### src/rtl/core/affine_point_transform_assert.svh
// Assertion macros used by the point transform top level.
`ifndef AFFINE_POINT_TRANSFORM_ASSERT_SVH
`define AFFINE_POINT_TRANSFORM_ASSERT_SVH

// An implication checked on every rising clock edge outside reset.
`define APT_ASSERT_IMP(label, clk, rst_n, ante, cons) \
    label: assert property (@(posedge clk) disable iff (!rst_n) (ante) |-> (cons)) \
        else $error("assertion failed");

// An implication whose consequent is checked in the cycle after the antecedent.
`define APT_ASSERT_NEXT(label, clk, rst_n, ante, cons) \
    label: assert property (@(posedge clk) disable iff (!rst_n) (ante) |=> (cons)) \
        else $error("assertion failed");

`endif

### src/rtl/core/apt_pkg.sv
`default_nettype none

package apt_pkg;

    localparam int unsigned FloatWidth = 32;
    localparam int unsigned NumRegs    = 6;
    localparam int unsigned CfgWidth   = 64;
    localparam int unsigned IdxWidth   = 3;

    localparam logic [31:0] QNAN = 32'h7FC0_0000;

    localparam logic [CfgWidth-1:0] RESET_R0A = 64'h0000_0000_3F80_0000;
    localparam logic [CfgWidth-1:0] RESET_R0B = 64'h0;
    localparam logic [CfgWidth-1:0] RESET_R1A = 64'h3F80_0000_0000_0000;
    localparam logic [CfgWidth-1:0] RESET_R1B = 64'h0;
    localparam logic [CfgWidth-1:0] RESET_R2A = 64'h0;
    localparam logic [CfgWidth-1:0] RESET_R2B = 64'h0000_0000_3F80_0000;

    // Register indexes.
    localparam logic [IdxWidth-1:0] REG_R0A = 3'd0;
    localparam logic [IdxWidth-1:0] REG_R0B = 3'd1;
    localparam logic [IdxWidth-1:0] REG_R1A = 3'd2;
    localparam logic [IdxWidth-1:0] REG_R1B = 3'd3;
    localparam logic [IdxWidth-1:0] REG_R2A = 3'd4;
    localparam logic [IdxWidth-1:0] REG_R2B = 3'd5;

    // Unpacked operand: class flags, sign, exponent of the lsb and significand.
    typedef struct packed {
        logic        nan;
        logic        inf;
        logic        zero;
        logic        sign;
        logic [9:0]  exp;   // signed exponent of significand lsb
        logic [23:0] sig;
    } fp_unp_t;

    // Value before rounding: sig * 2^exp, with class flags.
    typedef struct packed {
        logic        nan;
        logic        inf;
        logic        zero;
        logic        sign;
        logic [9:0]  exp;
        logic [49:0] sig;
    } fp_raw_t;

    function automatic fp_unp_t fp_unpack(input logic [31:0] v);
        fp_unp_t u;
        u.nan  = (v[30:23] == 8'hFF) && (v[22:0] != 23'd0);
        u.inf  = (v[30:23] == 8'hFF) && (v[22:0] == 23'd0);
        u.zero = (v[30:0] == 31'd0);
        u.sign = v[31];
        if (v[30:23] == 8'd0)
        begin
            u.sig = {1'b0, v[22:0]};
            u.exp = -10'sd149;
        end
        else
        begin
            u.sig = {1'b1, v[22:0]};
            u.exp = 10'({2'b00, v[30:23]}) - 10'd150;
        end
        return u;
    endfunction

    // Leading one position of a 50 bit word.
    function automatic logic [5:0] lead_one(input logic [49:0] s);
        logic [5:0] p;
        p = 6'd0;
        for (int i = 0; i < 50; i++)
        begin
            if (s[i])
            begin
                p = 6'(i);
            end
        end
        return p;
    endfunction

    // Round sig * 2^exp to binary32, nearest even; sig is nonzero.
    function automatic logic [31:0] fp_round(input logic sign, input logic [9:0] exp,
                                             input logic [49:0] sig);
        logic signed [11:0] e;
        logic signed [11:0] sh;
        logic signed [11:0] shmin;
        logic [5:0]         p;
        logic [49:0]        q;
        logic [49:0]        rem;
        logic [49:0]        half;
        logic [49:0]        mask;
        logic               sticky;
        logic [31:0]        r;
        e      = 12'(signed'(exp));
        p      = lead_one(sig);
        sh     = 12'(p) - 12'sd23;
        shmin  = -12'sd149 - e;
        sticky = 1'b0;
        if (shmin > sh)
        begin
            sh = shmin;
        end
        if (sh <= 0)
        begin
            q = sig << 6'(-sh);
        end
        else
        begin
            if (sh > 12'sd50)
            begin
                sticky = 1'b1;
                q      = 50'd0;
                rem    = 50'd1;
                half   = 50'd2;
            end
            else
            begin
                mask = (50'd1 << 6'(sh)) - 50'd1;
                q    = sig >> 6'(sh);
                rem  = sig & mask;
                half = 50'd1 << 6'(sh - 12'sd1);
            end
            // Beyond 50 the whole word lies below the half point.
            if (!sticky && ((rem > half) || ((rem == half) && q[0])))
            begin
                q = q + 50'd1;
            end
        end
        e = e + sh;
        if (q[24])
        begin
            q = q >> 1;
            e = e + 12'sd1;
        end
        if (q < 50'h80_0000)
        begin
            r = {sign, 31'(q)};
        end
        else if (e + 12'sd150 >= 12'sd255)
        begin
            r = {sign, 8'hFF, 23'd0};
        end
        else
        begin
            r = {sign, 8'(e + 12'sd150), q[22:0]};
        end
        return r;
    endfunction

endpackage

`default_nettype wire

### src/rtl/core/apt_fmul.sv
`default_nettype none

// Three-stage binary32 multiplier: unpack, multiply, round.
module apt_fmul
    import apt_pkg::*;
(
    input  wire logic        clk,
    input  wire logic        en,
    input  wire logic [31:0] a,
    input  wire logic [31:0] b,
    output logic      [31:0] p
);

    fp_unp_t     ua_reg, ub_reg;
    fp_raw_t     raw_reg;
    logic [31:0] p_reg;
    logic [31:0] p_next;

    always_ff @(posedge clk)
    begin
        if (en)
        begin
            ua_reg <= fp_unpack(a);
            ub_reg <= fp_unpack(b);
            raw_reg.nan  <= ua_reg.nan || ub_reg.nan ||
                            (ua_reg.inf && ub_reg.zero) || (ub_reg.inf && ua_reg.zero);
            raw_reg.inf  <= ua_reg.inf || ub_reg.inf;
            raw_reg.zero <= ua_reg.zero || ub_reg.zero;
            raw_reg.sign <= ua_reg.sign ^ ub_reg.sign;
            raw_reg.exp  <= ua_reg.exp + ub_reg.exp;
            raw_reg.sig  <= {2'b00, 48'(ua_reg.sig * ub_reg.sig)};
            p_reg <= p_next;
        end
    end

    // Final rounding and special-case selection.
    always_comb
    begin
        if (raw_reg.nan)
        begin
            p_next = QNAN;
        end
        else if (raw_reg.inf)
        begin
            p_next = {raw_reg.sign, 8'hFF, 23'd0};
        end
        else if (raw_reg.zero)
        begin
            p_next = {raw_reg.sign, 31'd0};
        end
        else
        begin
            p_next = fp_round(raw_reg.sign, raw_reg.exp, raw_reg.sig);
        end
    end

    assign p = p_reg;

endmodule

`default_nettype wire

### config.mk
export PLATFORM = sky130hd
export DESIGN_NAME = apt_fmul
export DESIGN_NICKNAME = d
export VERILOG_FILES = /design/src/rtl/core/affine_point_transform_assert.svh /design/src/rtl/core/apt_pkg.sv /design/src/rtl/core/apt_fmul.sv
export SDC_FILE = /design/constraint.sdc
export NUM_CORES = 2
export LEC_CHECK = 0
export ABC_AREA = 1
export BUFFER_PORTS_ARGS = -buffer_cell sky130_fd_sc_hd__buf_2
export CAP_MARGIN = 10
export CORE_AREA = 2 2 284 230
export DETAILED_ROUTE_END_ITERATION = 10
export DIE_AREA = 0 0 286 232
export PLACE_DENSITY_LB_ADDON = 0.3
export SYNTH_ARGS = -nofsm -noshare
export SYNTH_HDL_FRONTEND = slang
export SYNTH_SLANG_ARGS = --single-unit
### constraint.sdc
create_clock -name clk -period 9.95 [get_ports clk]
set_input_delay 1.99 -clock clk [delete_from_list [all_inputs] [get_ports clk]]
set_output_delay 1.99 -clock clk [all_outputs]
set_load 0.05 [all_outputs]
Word level (Yosys, flattened, before mapping)
Index checks and enable logic that the tools add are counted.
Storage, ports and cells
  bits of input ports: 66
  register bits: 168
  logic and storage cells: 167
Operators by class
  equal/unequal tests: 3
  magnitude comparators: 6
  add/sub/neg operators: 12
  reductions and logical operators: 25
  shifts and indexed selects: 4
  multiply operators: 1
  mux-type cells: 93
  bitwise logic cells: 2
Operators by type and width (count)
  $mux 50: 24
  $mux 6: 49
  $shl 1x6->50 const A: 2
  $mux 12: 8
  $mux 31: 3
  $logic_not 31->1: 2
  $add 50x1->50 const B: 1
  $and 48x50->50: 1
  $eq 50x50->1: 1
  $gt 50x50->1: 1
  $lt 50x24->1 const B: 1
  $shl 48x6->50: 1
  $shr 48x6->50: 1
  $sub 50x1->50 const B: 1
  $mul 24x24->48: 1
  $mux 24: 2
  $logic_not 23->1: 2
  $reduce_bool 23->1: 2
  $mux 23: 1
  $sub 8x8->9 const B: 2
  $eq 8x8->1 const B: 2
  $logic_not 8->1: 2
  $add 10x12->12: 1
  $add 12x2->12 const B: 1
  other kinds (17): 34

Depth between registers and ports, before layout
  depth after elaboration: 83
  depth in mapped cells: 120
  gate-level depth less buffers: 116

Worst setup path after synthesis
Ideal clock, no wire load.
  path type: reg2reg
  start point: register raw_reg[2] (netlist bit)
  end point: register p_reg[10], in the netlist p[10] (data pin)
  path buffers: 4
  period minus slack after synthesis: 10776 ps
  arrival time: 10518 ps
  stages on the path, launching flop included: 115
  library setup time: 257 ps
  setup slack: -826 ps
  path through: edfxtp_1 inv_2 nand2_1 nand2_1 nand2_1 nand2_1 nand2_1 nand2_1 nand2_1 nand2_1 nand2_1 nand2_1 nand2_1 nand2_1 nand2_1 nand2_1 nand2_1 nand2_1 [79 not listed] a21oi_1 nand3_2 nor2_4 nand3_1 nand2_1 nand3_1 nand2_2 buf_6 nand2_1 xor2_1 nand2_1 nand2_2 nand2_1 nand2_2 nand3_4 nor2_8 buf_8 nor2_2
On the way
  longest elaborated chain between the ends: 80
  elaborated cells between the ends (all ways): 112
RTL lines
  start, declared: RTL line apt_fmul.sv:15  | fp_raw_t raw_reg;
  branches (longest 79 deep; another with $mux 6)
  $mux 31 *: RTL line apt_pkg.sv:134  | if (q < 50'h80_0000)
  end signal, assigned: RTL line apt_fmul.sv:32  | p_reg <= p_next;
  end, declared: RTL line apt_fmul.sv:16  | logic [31:0] p_reg;
Mark *: on every way between the ends. The select of a mux whose other input is x is not followed.
A chain may end at the register's enable or synchronous reset.

Worst setup path in the final report
  start point: register raw_reg[1] (netlist bit)
  end point: register p_reg[25], in the netlist p[25] (data pin)
On the way
  longest elaborated chain between the ends: 82
  elaborated cells between the ends (all ways): 114
RTL lines
  branches (longest 80 deep; another with $mux 6)
  $mux 31 *: RTL line apt_pkg.sv:134
  $mux 31 *: RTL line apt_fmul.sv:47  | else if (raw_reg.zero)
Marked as above.

==> summary.md <==
| Metric | Value |
|---|---|
| Die ar. | `66400 µm²` |
| GP Congestion | `1.07` |
| Synthesized area | `roughly 38000 µm²` |
| H-tree levels | `4` |
| Multiplexer share of the synthesized area | `0.0531%` |
| Total gr overflow | `0` |
| Row count | `83` |
| Drt total wl | `approximately 140000 µm` |
| Flip-flop and latch area | `5040 µm²` |
| Layout area overhead | `16.7%` |
| Die Width | `286 µm` |
| Clock Tree Buf Depth | `2` |
| GR Util All Layers | `41.8%` |
| Post-synth net total | `just over 6000` |
| Final non-filler cell total | `between 6000 and 7000` |
| Synth area leaders | `fa_1, nand2_1, edfxtp_1, inv_1, ha_1` |
| Vias | `38845` |
| Final max-slew violation count | `0` |
| Worst Skew | `about 0.028 ns` |
| CTS tree | `built` |
| Final Hold Viols | `0` |
| Final setup vio count | `31` |
| Number of remaining DRC errors | `0` |
| Area of the multi-input gates | `between 20000 and 30000 µm²` |
| XOR/XNOR Fraction of Synth Area | `2.42%` |
| Synth Register Bits | `168` |
| Yosys Warn Count | `0` |
| Synth Area in Adders | `34.5%` |
| IO Port Bufs | `97` |
| Synth area leader | `fa_1` |
| Antenna Nets Post-Route | `0` |
| Fraction of registers with async set/reset | `0%` |
| Worst setup SP type | `flip-flop` |
| Post-synth EDFFs | `between 150 and 200` |
| Clk slew on worst S/H paths | `0.08 ns` |
| Avg Vias per Cell | `5.80` |
| Worst Path Arrival | `11.44 ns` |
| Fill cell count | `5413` |
| Largest net degree at the start of global routing | `96` |
| Inst Count DP | `6602` |
| Initial drt markers | `4991` |
| Crit path max-delay cell type | `edfxtp_1` |
| Worst-margin pin slew | `1.24 ns` |
| Slowest stage delay, CP | `0.42 ns` |
| Fmax | `0.0893 GHz` |
| Core area | `approximately 64000 µm²` |
| Post-DP HPWL | `between 100000 and 150000 µm` |
| Final worst setup slack | `-1.24 ns` |
| Vias in the first global route | `37175` |
| Wire length of the first global-routing pass | `211000 µm` |
| Final worst-path cycle share | `112%` |
| Crit-path leading delay family | `simple AND/OR/NAND/NOR gates` |
| Layout cells sized above 1 | `15.4%` |
| Top-count cell post-synth | `nand2_1` |
| Clk sinks | `168` |
| Total of max-cap violations | `0` |
| Status | `finished with violations` |
| Post-route minimum period | `11.19 ns` |
| Crit Path Max Fanout | `8` |
| CP required | `10.20 ns` |
| Clock Latency Late Sink | `0.52 ns` |
| Min-delay worst type | `reg -> reg` |
| WL/cell | `slightly above 20 µm` |
| CP Capture Type | `flip-flop` |
| RSZ-0062 raised after global routing | `true` |
| Layout net count | `about 6600` |
| Initial core utilization | `59.3%` |
| Root buf cell | `clkbuf_16` |
| Unique cell type count in the Yosys netlist | `57` |
| Post-synth top area share | `between 20% and 30%` |
| Chip Height | `232 µm` |
| Most used cell, CP | `nand2_1` |
| Dominant synthesized flop cell | `edfxtp_1` |
| Max reg flops | `slightly above 60` |
| Failing checks | `setup timing` |
| List of most frequent post-synthesis cells | `nand2_1, inv_1, nand3_1` |
| Buf/Inv on CP | `10` |
| Top-level I/O count | `98` |
| Worst slew margin | `between 10% and 20%` |
| Synth Area in Simple Gates | `29.8%` |
| Avg Inst Size Synth | `6.96 µm²` |
| Synth Instances | `5410` |
| Clock buffer count from CTS | `17` |
| Synth Area in Compound Gates | `7.07%` |
| Worst setup path category | `reg -> reg` |
| Detailed-router iteration count before antenna repair | `7` |
| Sequential share of the synthesized area | `13.4%` |
| Main combinational cell family by area after synthesis | `adder cells` |
| Initial antenna violation count | `5` |
==> timing repair <==
action	4_1_cts	5_1_grt
pin swaps	31	65
endpoints found under the setup margin	31	32
endpoints found under the hold margin	0	0
hold buffers	0	0
gates resized for setup	77	121
gates cloned	4	0
setup buffers	31	35
==> cell type report <==
type	instances	share of cell area (%)
inverter	1026	8.83
clock inverter	15	0.393
multi-input combinational	3991	65.1
sequential	168	11.5
clock buffer	17	0.968
antenna	1	0.00569
tap	850	2.42
timing repair buffer	631	10.8
==> worst register-to-register path: cells and delay by family (launching register included) <==
family	cells	cell delay, ns
AO/OA/AOI/OAI	5	0.73
flip-flops	1	0.42
buffers and inverters	10	1.12
XOR/XNOR	3	0.50
adder cells (fa/ha/maj)	3	0.79
AND/OR/NAND/NOR	86	7.41
==> per-stage QoR <==
stage | area [µm²] | utilization, % | setup TNS, ns | worst slack, ns | hold WS (ns)
4_1_cts | 43300 | 68.2 | -25.34 | -0.857 | 0.547
5_1_grt | 44000 | 69.2 | -63.48 | -2.09 | 0.580
6_report | 44000 | 69.2 | -37.15 | -1.24 | 0.538
2_1_floorplan | 37900 | - | 0 | 0.00127 | 0.483
3_5_place_dp | 42100 | 66.2 | -43.61 | -1.50 | 0.525
3_3_place_gp | 42100 | 66.2 | -35.07 | -1.20 | 0.518
==> logic make-up after synthesis <==
group	count (synthesis)
simple gates	2664
xor+xnor	104
compound gates	473
flops	168
fa+ha+maj	747
mux	2
buf+inv	1252
==> cell usage in the layout (no fill, tap or decap), types with 16 or more instances in the layout <==
cell	count
nand2_1	1464
buf_4	507
inv_1	977
xor2_1	69
nor2_2	45
fa_1	484
inv_2	36
a211oi_1	26
o21ai_1	19
nor2_4	25
nand3_1	523
nor2_1	385
ha_1	255
nor4_1	29
a21oi_1	138
o211ai_1	16
buf_2	96
edfxtp_1	168
clkbuf_16	17
nor3_1	50
nand4_1	51
a31oi_1	18
nand2_2	26
o21ai_0	183
nand3_2	16
xnor2_1	31
==> routing by layer <==
metal	up-vias	part of all wire, %	wire (µm)	global-route usage [%]
met3	311	15	20200	14.2
met4	4	3.0	4160	12.2
li1	17711	-	-	-
met5	-	0.020	27	0
met1	18412	43	58000	61.9
met2	2407	40	54100	57.3
==> worst paths after layout <==
check / startpoint / endpoint / slack (ns) / cells past startpoint
min reg2reg: ub_reg[36] / raw_reg[62] / 0.54 / 2
min: ub_reg[36] / raw_reg[62] / 0.54 / 2
max: raw_reg[1] / p[25] / -1.24 / 107
max reg2reg: raw_reg[1] / p[25] / -1.24 / 107
Power is not shown: default switching activity piles up to over one toggle a cycle in this logic, so the estimate is an artifact.
